<file path="src/rtl/core/erb_pkg.sv">
// ----------------------------------------------------------------------------
// erb_pkg
// Shared types and constants for the Euler basis rotation pipeline.
// ----------------------------------------------------------------------------
package erb_pkg;

    localparam int ERB_STEPS = 14;               // cordic iterations, 8..24
    localparam int ERB_LAT   = ERB_STEPS + 7;    // input word to output word
    localparam int ERB_DLY   = ERB_STEPS + 6;    // basis delay line length
    localparam int ERB_W     = 36;               // cordic datapath width

    localparam logic signed [ERB_W-1:0] ERB_PI      = 36'sd3373259426;
    localparam logic signed [ERB_W-1:0] ERB_HALF_PI = 36'sd1686629713;
    localparam logic signed [ERB_W-1:0] ERB_GAIN    = 36'sd652032874;

    localparam logic [31:0] ERB_ATAN [0:23] = '{
        32'd843314856, 32'd497837829, 32'd263043836, 32'd133525158,
        32'd67021686,  32'd33543515,  32'd16775850,  32'd8388437,
        32'd4194282,   32'd2097149,   32'd1048575,   32'd524287,
        32'd262143,    32'd131071,    32'd65535,     32'd32767,
        32'd16383,     32'd8191,      32'd4095,      32'd2047,
        32'd1023,      32'd511,       32'd255,       32'd127
    };

    typedef struct packed {
        logic signed [15:0] right_x;
        logic signed [15:0] right_y;
        logic signed [15:0] right_z;
        logic signed [15:0] up_x;
        logic signed [15:0] up_y;
        logic signed [15:0] up_z;
        logic signed [15:0] at_x;
        logic signed [15:0] at_y;
        logic signed [15:0] at_z;
        logic signed [15:0] angle_x;
        logic signed [15:0] angle_y;
        logic signed [15:0] angle_z;
    } t_erb_in;

    typedef struct packed {
        logic signed [15:0] new_right_x;
        logic signed [15:0] new_right_y;
        logic signed [15:0] new_right_z;
        logic signed [15:0] new_up_x;
        logic signed [15:0] new_up_y;
        logic signed [15:0] new_up_z;
        logic signed [15:0] new_at_x;
        logic signed [15:0] new_at_y;
        logic signed [15:0] new_at_z;
    } t_erb_out;

    // basis field k in input order, right_x first
    function automatic logic signed [15:0] erb_basis(input t_erb_in d, input int k);
        logic signed [15:0] v;
        unique case (k)
            0:       v = d.right_x;
            1:       v = d.right_y;
            2:       v = d.right_z;
            3:       v = d.up_x;
            4:       v = d.up_y;
            5:       v = d.up_z;
            6:       v = d.at_x;
            7:       v = d.at_y;
            default: v = d.at_z;
        endcase
        return v;
    endfunction

endpackage

</file>
<file path="src/rtl/core/erb_dot.sv">
// ----------------------------------------------------------------------------
// erb_dot
// One output lane: three products, then sum, round, saturate or pass through.
// ----------------------------------------------------------------------------
module erb_dot import erb_pkg::*; (
    input  logic               i_clk,
    input  logic               i_en,
    input  logic signed [15:0] i_b0,
    input  logic signed [15:0] i_b1,
    input  logic signed [15:0] i_b2,
    input  logic signed [31:0] i_r0,
    input  logic signed [31:0] i_r1,
    input  logic signed [31:0] i_r2,
    input  logic               i_pass,
    input  logic signed [15:0] i_pass_val,
    output logic signed [15:0] o_res
);

    logic signed [47:0] r_p0, r_p1, r_p2;
    logic signed [49:0] n_sum;
    logic signed [49:0] n_v;

    always_ff @(posedge i_clk) begin
        if (i_en) begin
            r_p0 <= i_b0 * i_r0;
            r_p1 <= i_b1 * i_r1;
            r_p2 <= i_b2 * i_r2;
        end
    end

    always_comb begin
        n_sum = 50'(r_p0) + 50'(r_p1) + 50'(r_p2) + 50'sd134217728;
        n_v   = n_sum >>> 28;
    end

    always_ff @(posedge i_clk) begin
        if (i_en) begin
            priority if (i_pass) begin
                o_res <= i_pass_val;
            end else if (n_v > 50'sd32767) begin
                o_res <= 16'sh7fff;
            end else if (n_v < -50'sd32768) begin
                o_res <= 16'sh8000;
            end else begin
                o_res <= n_v[15:0];
            end
        end
    end

endmodule

</file>
<file path="config.mk">
export PLATFORM = sky130hd
export DESIGN_NAME = erb_dot
export DESIGN_NICKNAME = d
export VERILOG_FILES = /design/src/rtl/core/erb_pkg.sv /design/src/rtl/core/erb_dot.sv
export SDC_FILE = /design/constraint.sdc
export NUM_CORES = 2
export LEC_CHECK = 0
export ABC_CLOCK_PERIOD_IN_PS = 16500
export BUFFER_PORTS_ARGS = -buffer_cell sky130_fd_sc_hd__buf_2
export CORE_MARGIN = 2
export CORE_UTILIZATION = 39
export DETAILED_ROUTE_END_ITERATION = 7
export PLACE_DENSITY_LB_ADDON = 0.12
export SLEW_MARGIN = 30
export SYNTH_ARGS = -nofsm -noshare
export SYNTH_HDL_FRONTEND = slang
export SYNTH_SLANG_ARGS = --single-unit
</file>
<file path="constraint.sdc">
create_clock -name i_clk -period 16.5 [get_ports i_clk]
set_input_delay 0.825 -clock i_clk [delete_from_list [all_inputs] [get_ports i_clk]]
set_output_delay 0.825 -clock i_clk [all_outputs]
set_load 0.05 [all_outputs]
</file>
==> flow_summary.yaml <==
status:
  status: "finished, final reports clean"
final_layout:
  drive_gt1_share_pct: 3.59
  fillers: 15861
  seq_area_sq_mm: 0.00480
  fin_nets: 8754
  multi_input_comb_area_sq_mm: 0.0495
  synthToLayoutAreaGrowth_pct: 5.09
hold_path:
  holdPathStages: 3
  hp-start: "i_pass_val[15]"
  min_path_type: "input port to flop"
  min_to: "o_res[15]$_DFFE_PP_"
floorplan:
  dieArea_sq_mm: 0.162
  die_h_um: 402
  initial_core_util_pct: 39.2
  io-pin-count: 179
  core_area_sq_mm: 0.158
  core.rowCount: 146
  die_x_um: 402
timing:
  drv_slew: 0
  worstMarginPinSlew_ns: 0.957
  fin_ws_ns: 8.78
  setup_viol: 0
  finalCriticalPeriod_ns: 7.72
  period_share_pct: 46.8
  final.setup.tns_ns: 0
  maxSlewHeadroom_pct: 35.7
  rsz0062_at_grt: "false"
  clock_skew_ns: 0.0115
  max_freq_ghz: 0.130
  hold_violations: 0
setup_path:
  rrSetupSlack_ns: 11.21
  start_kind: "input port"
  path_class: "input port to flop"
  r2r-start: "r_p1[15]$_DFFE_PP_"
  crit_required_ns: 16.72
  reg2reg_depth: 16
  worst-path-max-fanout: 32
  critPathArrivalTime_ns: 7.94
  timing.rr.end: "o_res[9]$_DFFE_PP_"
  cp-end-kind: "flop"
global_route:
  grt_max_degree: 96
  grt_pass1_vias: 48145
  overflow: 0
  grt_use_total_pct: 22.0
  grt_pass1_wl_um: 276000
  antenna_found_initial: 4
clock_network:
  hold_buffers: 0
  cts.reportedPaths.clkPinSlew_ns: 0.07
  cts_sinks: 160
  cts_made_buffers: 17
  clk_latency_ns: 0.48
  cts_root_buf: "clkbuf_16"
  cts_tree: "done"
  clock_path_buffers: 2
  cts_setup_buffers: 0
  cts_resized: 0
  htreeDepth: 4
yosys:
  netlist_area_sq_mm: 0.0619
  syn_nets: 8802
  synthCells: 6698
  ys_warn_count: 0
  synth-seq-area-share_pct: 7.77
  synth.avg_cell_area_sq_um: 9.24
  synth_area_leader_cell: "fa_1"
  async_reset_ff_share_pct: 0
  synth_edf_count: 160
  synth_top_area_share_pct: 48.7
  synth_cell_type_count: 77
  synth-seq-cells: 160
  synth_area_leaders: "fa_1, inv_1, ha_1"
  synthFlopType: "edfxtp_1"
placement:
  dp_slack_ns: 8.29
  dp_hpwl_um: 137000
  portBuffers: 178
  gp_congestion: 0.850
routing:
  firstDrtPassIters: 5
  wl_um: 170000
  avgRoutedWirePerCell_um: 19.5
  drtAntennaViolNets: 0
  avgViaCountPerCell: 4.97
  first_iter_violations: 2337
  drc_errors: 0
  vias: 43459
flow_run:
  maxCapViolCount: 0
==> layout make-up <==
type                            count  area share [%]
Multi-Input combinational cell   4513            76.1
Inverter                         1772            10.2
Sequential cell                   160            7.39
Tap cell                         2072            3.99
Timing Repair Buffer              186            1.47
Clock buffer                       19           0.666
Clock inverter                     13           0.164
Antenna cell                        2         0.00770
==> worst max-delay path: stages <==
cell,delay [ns]
buf_2,0.66
nand2_1,0.18
fa_1,0.56
inv_1,0.05
fa_1,0.48
fa_1,0.60
fa_1,0.44
fa_1,0.49
inv_1,0.05
fa_1,0.48
inv_1,0.05
ha_1,0.36
a211oi_1,0.30
nand2_1,0.14
a2111o_1,0.46
a311oi_1,0.29
o21ai_1,0.20
a41oi_1,0.41
o211ai_1,0.18
a31oi_1,0.31
o21ai_0,0.15
a21oi_1,0.19
xnor2_1,0.08
==> how the worst max path moves through the flow <==
| stage | start | to | slack, ns | cells after the start |
|---|---|---|---|---|
| 2_1_floorplan | i_r1[15] | r_p1[47]$_DFFE_PP_ | 9.50 | 24 |
| 3_3_place_gp | i_b1[7] | r_p1[47]$_DFFE_PP_ | 8.35 | 23 |
| 3_5_place_dp | i_b1[7] | r_p1[47]$_DFFE_PP_ | 8.29 | 23 |
| 4_1_cts | i_b1[7] | r_p1[47]$_DFFE_PP_ | 8.83 | 23 |
| 6_report | i_b1[7] | r_p1[47]$_DFFE_PP_ | 8.78 | 23 |
| 5_1_grt | i_b1[8] | r_p1[47]$_DFFE_PP_ | 8.39 | 23 |
==> through the flow <==
step / area, sq um / hold WS (ns) / instances / util, %
floorplan: 61900 / 0.937 / 6698 / -
global placement: 64400 / 1.16 / 8701 / 40.8
detailed placement: 64500 / 1.17 / 8703 / 40.8
CTS: 65000 / 0.646 / 8735 / 41.1
global route: 65000 / 0.669 / 8735 / 41.1
finish: 65000 / 0.692 / 8737 / 41.1
==> kinds of logic (layout without fill, tap and decap cells) <==
logic type,Yosys count,in the layout,synth area share [%]
compound gates,517,517,5.41
xor+xnor,161,161,2.28
fa+ha+maj,1941,1941,57.5
buf+inv,2025,1990,12.3
flops,160,160,7.77
mux,3,3,0.0485
other cells,0,2,0
simple gates,1891,1891,14.7
==> flip-flops by register name, indices dropped and copies added, names as in the netlist <==
name and flops:
r_p2 48, r_p0 48, o_res 16, r_p1 48
==> cells in the mapped netlist, types with 4 or more instances <==
| cell | n |
|---|---|
| a211o_1 | 9 |
| a211oi_1 | 25 |
| a21boi_0 | 4 |
| a21o_1 | 68 |
| a21oi_1 | 146 |
| a311oi_1 | 6 |
| a31o_2 | 4 |
| a31oi_1 | 16 |
| and2_1 | 633 |
| and3_1 | 17 |
| buf_1 | 5 |
| clkbuf_1 | 246 |
| edfxtp_1 | 160 |
| fa_1 | 1505 |
| ha_1 | 436 |
| inv_1 | 1769 |
| nand2_1 | 925 |
| nand2b_1 | 43 |
| nand3_1 | 37 |
| nand4_1 | 12 |
| nor2_1 | 168 |
| nor2b_1 | 13 |
| nor3_1 | 18 |
| nor3b_1 | 4 |
| o211ai_1 | 10 |
| o21a_1 | 25 |
| o21ai_0 | 99 |
| o21ai_1 | 5 |
| o21bai_1 | 28 |
| o22ai_1 | 20 |
| o31ai_1 | 5 |
| or2_2 | 4 |
| xnor2_1 | 120 |
| xor2_1 | 41 |
==> cell usage in the layout (no fill, tap or decap), types with 18 or more instances in the layout <==
cell type	synthesis	routed
ha_1	436	436
buf_2	0	177
nand3_1	37	37
o21ai_0	99	99
xnor2_1	120	120
o21bai_1	28	28
nand2b_1	43	43
nor2_1	168	168
edfxtp_1	160	160
inv_1	1769	1769
a21oi_1	146	146
nand2_1	925	925
o22ai_1	20	20
and2_1	633	633
xor2_1	41	41
nor3_1	18	18
o21a_1	25	25
a211oi_1	25	25
a21o_1	68	68
fa_1	1505	1505
==> metal layers <==
layer	share of wire (%)	up-vias	GRT usage (%)
li1	-	19457	-
met1	46	22890	30.8
met2	49	945	37.4
met3	4.1	165	2.13
met4	1.7	2	3.94
met5	0.0065	-	0
Power is not shown: default switching activity piles up to over one toggle a cycle in this logic, so the estimate is an artifact.
