`src/rtl/core/erb_pkg.sv`:
```
// ----------------------------------------------------------------------------
// erb_pkg
// Shared types and constants for the Euler basis rotation pipeline.
// ----------------------------------------------------------------------------
package erb_pkg;

    localparam int ERB_STEPS = 14;               // cordic iterations, 8..24
    localparam int ERB_LAT   = ERB_STEPS + 7;    // input word to output word
    localparam int ERB_DLY   = ERB_STEPS + 6;    // basis delay line length
    localparam int ERB_W     = 36;               // cordic datapath width

    localparam logic signed [ERB_W-1:0] ERB_PI      = 36'sd3373259426;
    localparam logic signed [ERB_W-1:0] ERB_HALF_PI = 36'sd1686629713;
    localparam logic signed [ERB_W-1:0] ERB_GAIN    = 36'sd652032874;

    localparam logic [31:0] ERB_ATAN [0:23] = '{
        32'd843314856, 32'd497837829, 32'd263043836, 32'd133525158,
        32'd67021686,  32'd33543515,  32'd16775850,  32'd8388437,
        32'd4194282,   32'd2097149,   32'd1048575,   32'd524287,
        32'd262143,    32'd131071,    32'd65535,     32'd32767,
        32'd16383,     32'd8191,      32'd4095,      32'd2047,
        32'd1023,      32'd511,       32'd255,       32'd127
    };

    typedef struct packed {
        logic signed [15:0] right_x;
        logic signed [15:0] right_y;
        logic signed [15:0] right_z;
        logic signed [15:0] up_x;
        logic signed [15:0] up_y;
        logic signed [15:0] up_z;
        logic signed [15:0] at_x;
        logic signed [15:0] at_y;
        logic signed [15:0] at_z;
        logic signed [15:0] angle_x;
        logic signed [15:0] angle_y;
        logic signed [15:0] angle_z;
    } t_erb_in;

    typedef struct packed {
        logic signed [15:0] new_right_x;
        logic signed [15:0] new_right_y;
        logic signed [15:0] new_right_z;
        logic signed [15:0] new_up_x;
        logic signed [15:0] new_up_y;
        logic signed [15:0] new_up_z;
        logic signed [15:0] new_at_x;
        logic signed [15:0] new_at_y;
        logic signed [15:0] new_at_z;
    } t_erb_out;

    // basis field k in input order, right_x first
    function automatic logic signed [15:0] erb_basis(input t_erb_in d, input int k);
        logic signed [15:0] v;
        unique case (k)
            0:       v = d.right_x;
            1:       v = d.right_y;
            2:       v = d.right_z;
            3:       v = d.up_x;
            4:       v = d.up_y;
            5:       v = d.up_z;
            6:       v = d.at_x;
            7:       v = d.at_y;
            default: v = d.at_z;
        endcase
        return v;
    endfunction

endpackage

```
`src/rtl/core/erb_cordic.sv`:
```
// ----------------------------------------------------------------------------
// erb_cordic
// Pipelined sine/cosine lane: range fold, one stage per iteration, rounding.
// ----------------------------------------------------------------------------
module erb_cordic import erb_pkg::*; (
    input  logic               i_clk,
    input  logic               i_en,
    input  logic signed [15:0] i_angle,
    output logic signed [17:0] o_sin,
    output logic signed [17:0] o_cos
);

    logic signed [ERB_W-1:0] r_x [0:ERB_STEPS];
    logic signed [ERB_W-1:0] r_y [0:ERB_STEPS];
    logic signed [ERB_W-1:0] r_z [0:ERB_STEPS-1];
    logic                    r_f [0:ERB_STEPS];

    logic signed [ERB_W-1:0] n_z;
    logic                    n_f;
    logic signed [ERB_W-1:0] n_xo;
    logic signed [ERB_W-1:0] n_yo;
    logic signed [ERB_W-1:0] n_xr;
    logic signed [ERB_W-1:0] n_yr;

    // fold into [-pi/2, pi/2] in three passes
    always_comb begin
        n_z = ERB_W'($signed({i_angle, 18'b0}));
        n_f = 1'b0;
        for (int k = 0; k < 3; k++) begin
            if (n_z > ERB_HALF_PI) begin
                n_z = n_z - ERB_PI;
                n_f = ~n_f;
            end else if (n_z < -ERB_HALF_PI) begin
                n_z = n_z + ERB_PI;
                n_f = ~n_f;
            end
        end
    end

    always_ff @(posedge i_clk) begin
        if (i_en) begin
            r_x[0] <= ERB_GAIN;
            r_y[0] <= '0;
            r_z[0] <= n_z;
            r_f[0] <= n_f;
        end
    end

    for (genvar gi = 0; gi < ERB_STEPS; gi++) begin : g_step
        always_ff @(posedge i_clk) begin
            if (i_en) begin
                if (!r_z[gi][ERB_W-1]) begin
                    r_x[gi+1] <= r_x[gi] - (r_y[gi] >>> gi);
                    r_y[gi+1] <= r_y[gi] + (r_x[gi] >>> gi);
                end else begin
                    r_x[gi+1] <= r_x[gi] + (r_y[gi] >>> gi);
                    r_y[gi+1] <= r_y[gi] - (r_x[gi] >>> gi);
                end
                r_f[gi+1] <= r_f[gi];
            end
        end

        // the last step needs no residual angle
        if (gi < ERB_STEPS - 1) begin : g_z
            localparam logic signed [ERB_W-1:0] ATAN_I =
                ERB_W'($signed({1'b0, ERB_ATAN[gi]}));
            always_ff @(posedge i_clk) begin
                if (i_en) begin
                    if (!r_z[gi][ERB_W-1]) begin
                        r_z[gi+1] <= r_z[gi] - ATAN_I;
                    end else begin
                        r_z[gi+1] <= r_z[gi] + ATAN_I;
                    end
                end
            end
        end
    end

    always_comb begin
        n_xo = r_f[ERB_STEPS] ? -r_x[ERB_STEPS] : r_x[ERB_STEPS];
        n_yo = r_f[ERB_STEPS] ? -r_y[ERB_STEPS] : r_y[ERB_STEPS];
        n_xr = (n_xo + ERB_W'(32768)) >>> 16;
        n_yr = (n_yo + ERB_W'(32768)) >>> 16;
    end

    always_ff @(posedge i_clk) begin
        if (i_en) begin
            o_sin <= n_yr[17:0];
            o_cos <= n_xr[17:0];
        end
    end

endmodule

```
`config.mk`:
```
export PLATFORM = sky130hd
export DESIGN_NAME = erb_cordic
export DESIGN_NICKNAME = d
export VERILOG_FILES = /design/src/rtl/core/erb_pkg.sv /design/src/rtl/core/erb_cordic.sv
export SDC_FILE = /design/constraint.sdc
export NUM_CORES = 2
export LEC_CHECK = 0
export ABC_AREA = 1
export BUFFER_PORTS_ARGS = -buffer_cell sky130_fd_sc_hd__buf_2
export CAP_MARGIN = 15
export CORE_MARGIN = 2
export CORE_UTILIZATION = 30
export DETAILED_ROUTE_END_ITERATION = 10
export GPL_ROUTABILITY_DRIVEN = 0
export SLEW_MARGIN = 20
export SYNTH_ARGS = -nofsm -noshare
export SYNTH_HDL_FRONTEND = slang
export SYNTH_SLANG_ARGS = --single-unit
```
`constraint.sdc`:
```
create_clock -name i_clk -period 5.3 [get_ports i_clk]
set_input_delay 0.265 -clock i_clk [delete_from_list [all_inputs] [get_ports i_clk]]
set_output_delay 0.265 -clock i_clk [all_outputs]
set_load 0.05 [all_outputs]
```
==> impl_metrics.json <==
{
  "status": "completed",
  "grt_pass1_vias": 93600,
  "hp-start": "i_angle[13]",
  "cpPeakStageDelay_ps": 430,
  "tritoncts": "yes",
  "whs_path_depth": 7,
  "insertion_delay_ps": 920,
  "worstSetupPathType": "flop to flop",
  "ys_seq_elements": 1412,
  "drc_errors": 0,
  "reg2reg_depth": 28,
  "end_kind": "flop",
  "ant_nets": 0,
  "avgViaCountPerCell": 4.81,
  "yosys.area.top_type": "edfxtp_1",
  "multi_input_area_um2": 71600,
  "nets": 16000,
  "r2r-start": "r_y[3][4]",
  "yosys_warnings": 0,
  "slew_violations": 0,
  "pin_count": 54,
  "cp.required_ps": 5900,
  "rows": 231,
  "wire_per_inst_um": 15.1,
  "path_max_fanout": 3,
  "die-area_um2": 402000,
  "critical-path-top-delay-family": "simple AND/OR/NAND/NOR gates",
  "coreArea_um2": 396000,
  "fillCellCount": 40700,
  "r2r_end": "r_x[2][34]",
  "io_buffers": 53,
  "cpMostUsedCell": "inv_1",
  "syn_to_final_growth_pct": 13.6,
  "fmax_ghz": 0.200,
  "path_buf_inv": 9,
  "gr-total-overflow": 0,
  "synthTopCellsByArea": "edfxtp_1 (36%), ha_1 (14%), xor2_1 (8.6%), nand2_1 (7.9%), a21oi_1 (6.7%)",
  "synth_area_um2": 119000,
  "grt_first_pass_wirelength_um": 484000,
  "max_cap_violations": 0,
  "antenna_found_initial": 2,
  "ys_types": 70,
  "cp_slowest_cell": "edfxtp_1",
  "rsz0062_at_grt": "yes",
  "finalSetupViolCount": 0,
  "synth-edff-count": 1412,
  "start_util": 0.301,
  "grt_max_degree": 189,
  "die_w_um": 634,
  "seq_area_frac_synth": 0.356,
  "timing.final.crit_share": 0.942,
  "syn_avg_cell_area_um2": 8.46,
  "cts_buffer_depth": 4,
  "hold-path-endpoint": "r_z[0][33]",
  "final-seq-area_um2": 42400,
  "root_buffer": "clkbuf_16",
  "drt_iter0_drc": 5346,
  "htreeDepth": 4,
  "syn_inst": 14100,
  "skew_ps": 140,
  "clk_pin_slew_ps": 60,
  "firstDrtPassIters": 6,
  "cts_sinks": 1412,
  "cp.arrival_ps": 5590,
  "synth_nets": 15500,
  "fin_crit_ps": 4990,
  "die_h_um": 634,
  "hold_path_class": "primary input to flop",
  "reg2reg_slack_ps": 310,
  "tightestPinTransition_ps": 1070,
  "dpl.hpwl_um": 244000,
  "via_count": 96100,
  "ys.flop_type": "edfxtp_1",
  "critPathLaunchType": "flop",
  "drive_gt1_frac": 0.0717,
  "totalWireLength_um": 302000,
  "async_flop_share": 0,
  "cts_buffers": 174,
  "grt_use_total": 0.146,
  "final_core_util": 0.342,
  "yosys.area.top_type_share": 0.356,
  "hold_viol": 0,
  "max-slew-margin-rel": 0.286
}
worst min-delay path, cell delays in order:
cell	delay, ps
buf_2	150
nand3_1	100
nand2_2	140
nand2_2	80
nand2_4	90
o21ai_2	70
nand2_1	60
registers in the layout (all words and copies together) (netlist names):
register  cells
r_y         467
o_cos        18
r_z         456
r_f          14
o_sin        18
r_x         439
cells by family (layout without fill, tap and decap cells):
family	Yosys count	in the layout	share of synthesized area
simple gates	4742	4742	0.166
compound gates	3086	3086	0.142
xor+xnor	1935	1935	0.142
buf+inv	1560	2228	0.0502
flops	1412	1412	0.356
fa+ha+maj	1348	1348	0.144
mux	2	2	0.000178
other cells	1	5	0.0000315
stage by stage:
stage	setup slack (ps)	std cells	hold slack, ps	setup TNS, ps	area [µm²]
4_1_cts	4.91	20000	109	0	135000
2_1_floorplan	208	14100	377	0	119000
6_report	309	20000	187	0	135000
3_3_place_gp	-352	19700	401	-742	129000
3_5_place_dp	-315	19700	406	-825	129000
5_1_grt	-52.8	20000	226	-102	135000
layout make-up:
cell class	count	share of cell area
Multi-Input combinational cell	11100	0.529
Sequential cell	1412	0.313
Tap cell	5242	0.0484
Inverter	1425	0.0395
Clock buffer	200	0.0335
Timing Repair Buffer	489	0.0275
Clock inverter	114	0.00940
Antenna cell	4	0.0000739
synthesized netlist by cell type, types with 53 or more instances:
library cell and instances:
edfxtp_1 1412, a21oi_1 1588, nand4_1 138, clkbuf_1 93, o31ai_1 55, o211ai_1 54
ha_1 1312, o21ai_0 893, nand2_1 2522, nand3_1 456, a31oi_1 128, nor4_1 82
inv_1 1387, xnor2_1 763, nor2_1 1162, xor2_1 1172, a21boi_0 67, nor3_1 222
a21o_1 53
how the worst max path moves through the flow:
| stage | depth (start not counted) | to | slack, ps | from |
|---|---|---|---|---|
| final | 28 | r_x[2][34] | 310 | r_y[3][4] |
| after global routing | 31 | r_y[7][35] | -50 | r_x[3][7] |
| after CTS | 25 | r_x[4][68] | 5 | r_y[8][8] |
| after detailed placement | 28 | r_x[2][34] | -310 | r_y[3][4] |
| after global placement | 28 | r_x[2][34] | -350 | r_y[3][4] |
| after floorplan | 24 | r_y[4][32] | 210 | i_en |
placed cells by master, fill, tap and decap left out, types with 69 or more instances in the layout:
| cell | n |
|---|---|
| nand2_1 | 2510 |
| a21oi_1 | 1547 |
| edfxtp_1 | 1412 |
| inv_1 | 1387 |
| ha_1 | 1310 |
| xor2_1 | 1171 |
| nor2_1 | 1147 |
| o21ai_0 | 827 |
| xnor2_1 | 762 |
| nand3_1 | 455 |
| buf_4 | 422 |
| nor3_1 | 180 |
| clkbuf_16 | 180 |
| nand4_1 | 138 |
| a31oi_1 | 127 |
| o21ai_1 | 72 |
| nor4_1 | 69 |
metal layers:
layer	wire length [µm]	share of wire	track usage	vias to the layer above
li1	-	-	-	49900
met1	128000	0.42	0.171	43700
met2	150000	0.50	0.270	1789
met3	9820	0.033	0.0139	651
met4	14000	0.046	0.0628	0
met5	0	0	0	-
what timing repair did:
item | in CTS | in global routing
setup endpoints to repair | 9 | 119
pin swaps | 0 | 19
buffers inserted | 0 | 20
cloned | 0 | 2
gates resized for setup | 11 | 233
hold buffers | 1 | 0
hold endpoints to repair | 44 | 0
Power is left out: the tool's default activity adds up to more than one toggle a clock period on the data nets, which glitch-free logic cannot reach.
